[src/sv/rrdsp_pkg.sv]
// ----------------------------------------------------------------------------
// rrdsp_pkg
// Shared constants, the per-set row layout and row helper functions for the
// RRIP replacement block with dead-block and stream awareness.
// ----------------------------------------------------------------------------
package rrdsp_pkg;

  localparam int NUM_SETS   = 2048;
  localparam int NUM_WAYS   = 16;
  localparam int WINDOW_LEN = 8;

  localparam int SET_W   = $clog2(NUM_SETS);
  localparam int WAY_W   = 4;
  localparam int PTR_W   = $clog2(WINDOW_LEN);
  localparam int CNT_W   = $clog2(WINDOW_LEN + 1);
  localparam int ADDR_W  = 64;
  // Epoch must not wrap between two visits of the sweeper to a set.
  localparam int EPOCH_W = SET_W + 2;

  localparam logic [1:0] RRPV_TOP = 2'd3;
  localparam logic [1:0] DEAD_TOP = 2'd3;

  // Configuration register indexes.
  localparam logic [1:0] CFG_DEAD_THR   = 2'd0;
  localparam logic [1:0] CFG_STREAM_THR = 2'd1;
  localparam logic [1:0] CFG_DECAY      = 2'd2;

  // One memory row holds all state of one set.
  typedef struct packed {
    logic [NUM_WAYS-1:0][1:0]   rrpv;
    logic [NUM_WAYS-1:0][1:0]   dead;
    logic [EPOCH_W-1:0]         epoch;
    logic [ADDR_W-1:0]          prev_addr;
    logic [WINDOW_LEN-1:0][7:0] win;
    logic [PTR_W-1:0]           ptr;
    logic                       flag;
  } row_t;

  // Row contents after reset.
  function automatic row_t init_row();
    row_t r;
    r = '0;
    for (int w = 0; w < NUM_WAYS; w++) begin
      r.rrpv[w] = RRPV_TOP;
    end
    return r;
  endfunction

  // Apply the dead-counter decays that happened since the row was last stamped.
  function automatic row_t age_dead(row_t r, logic [EPOCH_W-1:0] now);
    row_t               o;
    logic [EPOCH_W-1:0] diff;
    logic [1:0]         dec;
    o    = r;
    diff = now - r.epoch;
    dec  = (diff >= EPOCH_W'(3)) ? 2'd3 : diff[1:0];
    for (int w = 0; w < NUM_WAYS; w++) begin
      o.dead[w] = (r.dead[w] > dec) ? (r.dead[w] - dec) : 2'd0;
    end
    o.epoch = now;
    return o;
  endfunction

endpackage

[src/sv/rrdsp_row_logic.sv]
// ----------------------------------------------------------------------------
// rrdsp_row_logic
// Combinational modify step on one set row: victim search with aging for a
// find, stream detector and way update for an update.
// ----------------------------------------------------------------------------
module rrdsp_row_logic (
  input  rrdsp_pkg::row_t                row_i,
  input  logic                           cmd_i,
  input  logic [rrdsp_pkg::WAY_W-1:0]    way_i,
  input  logic [rrdsp_pkg::ADDR_W-1:0]   addr_i,
  input  logic                           hit_i,
  input  logic [1:0]                     dead_thr_i,
  input  logic [3:0]                     stream_thr_i,
  input  logic [rrdsp_pkg::EPOCH_W-1:0]  epoch_i,
  output rrdsp_pkg::row_t                row_o,
  output logic [rrdsp_pkg::WAY_W-1:0]    victim_o,
  output logic                           flag_o
);

  rrdsp_pkg::row_t                 aged;
  rrdsp_pkg::row_t                 upd;
  rrdsp_pkg::row_t                 fnd;
  logic [1:0]                      top;
  logic [rrdsp_pkg::ADDR_W-1:0]    diff;
  logic [7:0]                      delta;
  logic [rrdsp_pkg::CNT_W-1:0]     pos;
  logic [rrdsp_pkg::CNT_W-1:0]     neg;
  logic                            new_flag;
  logic [1:0]                      dead_n;

  assign aged = rrdsp_pkg::age_dead(row_i, epoch_i);
  assign diff = addr_i - row_i.prev_addr;

  // Find: age the set so that the oldest way reaches the top, pick the lowest.
  always_comb begin
    fnd      = aged;
    top      = '0;
    victim_o = '0;
    for (int w = 0; w < rrdsp_pkg::NUM_WAYS; w++) begin
      if (row_i.rrpv[w] > top) begin
        top = row_i.rrpv[w];
      end
    end
    for (int w = 0; w < rrdsp_pkg::NUM_WAYS; w++) begin
      fnd.rrpv[w] = row_i.rrpv[w] + (rrdsp_pkg::RRPV_TOP - top);
    end
    for (int w = rrdsp_pkg::NUM_WAYS - 1; w >= 0; w--) begin
      if (fnd.rrpv[w] == rrdsp_pkg::RRPV_TOP) begin
        victim_o = rrdsp_pkg::WAY_W'(w);
      end
    end
  end

  // Update: stream window, then hit or fill of the addressed way.
  always_comb begin
    upd   = aged;
    delta = (row_i.prev_addr != '0) ? diff[13:6] : 8'h00;
    upd.win[row_i.ptr] = delta;
    upd.ptr       = row_i.ptr + 1'b1;
    upd.prev_addr = addr_i;
    pos = '0;
    neg = '0;
    for (int i = 0; i < rrdsp_pkg::WINDOW_LEN; i++) begin
      if (upd.win[i] == 8'h01) begin
        pos = pos + 1'b1;
      end else if (upd.win[i] == 8'hFF) begin
        neg = neg + 1'b1;
      end
    end
    new_flag = (32'(pos) >= 32'(stream_thr_i)) || (32'(neg) >= 32'(stream_thr_i));
    upd.flag = new_flag;
    dead_n   = (aged.dead[way_i] < rrdsp_pkg::DEAD_TOP) ? aged.dead[way_i] + 2'd1
                                                        : aged.dead[way_i];
    if (hit_i) begin
      upd.rrpv[way_i] = 2'd0;
      upd.dead[way_i] = 2'd0;
    end else begin
      upd.dead[way_i] = dead_n;
      if (dead_n >= dead_thr_i) begin
        upd.rrpv[way_i] = new_flag ? 2'd3 : 2'd2;
      end else begin
        upd.rrpv[way_i] = 2'd0;
      end
    end
  end

  assign row_o  = cmd_i ? upd : fnd;
  assign flag_o = cmd_i ? upd.flag : row_i.flag;

endmodule

[config.mk]
export PLATFORM = sky130hd
export DESIGN_NAME = rrdsp_row_logic
export DESIGN_NICKNAME = d
export VERILOG_FILES = /design/src/sv/rrdsp_pkg.sv /design/src/sv/rrdsp_row_logic.sv
export SDC_FILE = /design/constraint.sdc
export NUM_CORES = 1
export LEC_CHECK = 0
export BUFFER_PORTS_ARGS = -buffer_cell sky130_fd_sc_hd__buf_2
export CAP_MARGIN = 20
export CORE_ASPECT_RATIO = 1.25
export CORE_MARGIN = 2
export CORE_UTILIZATION = 25
export DETAILED_ROUTE_END_ITERATION = 16
export PLACE_DENSITY = 0.48
export SKIP_LAST_GASP = 1
export SLEW_MARGIN = 15
export SYNTH_ARGS = -nofsm -noshare
export SYNTH_HDL_FRONTEND = slang
export SYNTH_SLANG_ARGS = --single-unit
export TNS_END_PERCENT = 10
[constraint.sdc]
create_clock -name vclk -period 34.3
set_input_delay 3.43 -clock vclk [all_inputs]
set_output_delay 3.43 -clock vclk [all_outputs]
set_load 0.05 [all_outputs]
==> flow_summary_export.csv <==
group,metric,value,unit
place,place_ws,11.15,ns
timing,final_max_slew_viol_count,0,
global_routing,grt_max_degree,95,
die,initial_core_util,0.253,
detailed_routing,viasPerCell,5.28,
place,port-buffer-count,512,
synth,syn-instance-count,1487,
global_routing,grt_pass1_wl,70.0,mm
power,p_per_area,26.1,nW/µm²
global_routing,grt_usage,0.215,
critical_path,critical_path_buf_inv_count,13,
synth,synth_nets,1929,
die,core-area,39100,µm²
hold_path,worstHoldStart,"epoch_i[8]",
final_layout,nNetsFinal,2365,
critical_path,crit_path_frequent_cell,"ha_1",
critical_path,arrival,19.34,ns
timing,min_period,22.77,ns
detailed_routing,drtIter0Drc,706,
power,power.internal,0.103,mW
place,globalplace.congestion,0.946,
die,die_w,182,µm
power,p_seq_frac,0,
power,clockPowerShare,0,
final_layout,multiInputGateArea,9060,µm²
place,dpl_cell_area,12800,µm²
timing,tightest_slew,1.17,ns
run_status,outcome,"finished clean",
timing,hold_viol,0,
die,num_rows,81,
final_layout,area_delta_synth_final,29.2,%
detailed_routing,routedWlPerCell,19.4,µm
critical_path,critical_path_required,30.87,ns
synth,syn_area,9910,µm²
power,switching_share,0.692,
hold_path,hold_class,"in2out",
timing,setup_ws,11.53,ns
synth,ys_warn_count,0,
synth,avgSynthCellArea,6.66,µm²
critical_path,max_stage_delay,0.60,ns
detailed_routing,wl,47.1,mm
hold_path,min_path_cells,2,
critical_path,worstPathMaxFanout,20,
hold_path,holdPathEnd,"row_o[140]",
final_layout,register_area,0,µm²
timing,max_slew_margin,0.217,
synth,yosysTopAreaCell,"ha_1",
clock_network,hold_buffers,0,
global_routing,grt_antenna_before_repair,5,
die,die_h,227,µm
clock_network,cts_setup_buffers,0,
final_layout,seq_cells,0,
power,comb_power_share,1.000,
detailed_routing,drt_pre_antenna_iters,6,
power,p_sw,0.231,mW
power,p_leak,6.53,nW
critical_path,critPathSlowestCell,"mux2i_4",
final_layout,nClkBuffers,0,
global_routing,grt-ovfl-total,0,
timing,tns,0,ns
die,ios,512,
detailed_routing,ant_nets,0,
final_layout,design_area,12800,µm²
critical_path,crit_path_start_kind,"input port",
detailed_routing,vias,12800,
die,dieArea,41300,µm²
global_routing,grt_pass1_vias,12500,
critical_path,worstSetupEndpointType,"primary output",
synth,yosysSeqAreaShare,0,
synth,yosysTopAreaCellShare,0.160,
final_layout,drive_above_1_share,0.322,
power,ir_drop,14.1,µV
clock_network,cts_resized,0,
timing,fmax,43.9,MHz
timing,finalSetupViolCount,0,
critical_path,cp_top_family,"compound AO/OA/AOI/OAI gates",
synth,yosysUniqueCellTypes,81,
power,p_total,0.334,mW
final_layout,fillCellCount,4348,
synth,synthTopCellsByArea,"ha_1 (16%), nand2_1 (9.1%), o21ai_0 (7.6%), mux2_2 (7.6%), xnor2_1 (5.9%)",
place,dp_hpwl,41.1,mm
timing,rsz0062_at_grt,"false",
flow_run,maxCapViolCount,0,
critical_path,cp.depth,78,
detailed_routing,drc,0,
timing,fin_crit_sh,0.664,
critical_path,criticalPathCategory,"in2out",
==> how the worst max path moves through the flow <==
stage / to / start / slack, ns
final: victim_o[3] / row_i[180] / 11.53
after global routing: victim_o[1] / row_i[180] / 9.86
after CTS: victim_o[1] / row_i[180] / 11.09
after detailed placement: victim_o[1] / row_i[180] / 11.15
after global placement: victim_o[1] / row_i[180] / 11.85
after floorplan: row_o[204] / row_i[179] / 12.71
==> cells in the final DEF, fill, tap and decap left out, types with 8 or more instances in the layout <==
cell        n
o21a_1     10
xor2_1     18
o21ai_0   150
fa_1       17
nand3_1    32
a211oi_1   24
nor2_1    111
xnor2_1    67
nand2b_1   21
inv_1     127
ha_1      127
o22ai_1    15
a21oi_1    36
and2_1      8
mux2i_1    20
nand2_1   240
or2_2      11
nor2b_1    13
buf_2     511
mux2_2     67
or3_1      11
a222oi_1   14
nor4_1     28
o221ai_1   19
a211o_1     9
nor3_1     33
nand4_1    26
and3_1     10
a21o_1     13
==> routing by layer <==
metal	up-vias	GRT usage	share of wire
li1	6214	-	-
met1	5940	0.250	0.41
met2	557	0.403	0.50
met3	77	0.0345	0.069
met4	2	0.0632	0.029
met5	-	0	0.00028
==> cell families after synthesis <==
| kind of cell | count (synthesis) | synth area share |
|---|---|---|
| XOR/XNOR | 89 | 0.0844 |
| AND/OR/NAND/NOR | 573 | 0.272 |
| adder cells (fa/ha/maj) | 144 | 0.195 |
| buffers and inverters | 211 | 0.0871 |
| AO/OA/AOI/OAI | 380 | 0.260 |
| multiplexers | 90 | 0.102 |
==> power by group through the flow <==
stage	combinational, mW	clock, mW	sequential, mW
4_1_cts	0.331	0	0
3_3_place_gp	0.327	0	0
3_5_place_dp	0.329	0	0
5_1_grt	0.362	0.0000000120	0
2_1_floorplan	0.237	0	0
6_report	0.334	0.0000000120	0
==> cells in the mapped netlist, types with 28 or more instances <==
master / number
a21oi_1: 36
mux2_2: 67
nor2_1: 111
nand2_1: 240
ha_1: 127
nor3_1: 33
o21ai_0: 151
xnor2_1: 67
clkbuf_1: 58
nor4_1: 28
inv_1: 127
nand3_1: 32
==> metrics by stage <==
stage / cells / utilization / hold slack (ns)
floorplan: 1487 / - / 7.03
global placement: 2418 / 0.326 / 7.17
detailed placement: 2418 / 0.326 / 7.17
CTS: 2418 / 0.326 / 7.17
global route: 2422 / 0.327 / 7.18
finish: 2422 / 0.327 / 7.17
==> area by class of cell <==
cell class                 instances  area share
inverter                         127      0.0372
tap                              498      0.0487
timing repair buffer             518       0.205
multi-input combinational       1276       0.708
antenna                            3    0.000587
Note: power is estimated with default switching activity, not from simulation.
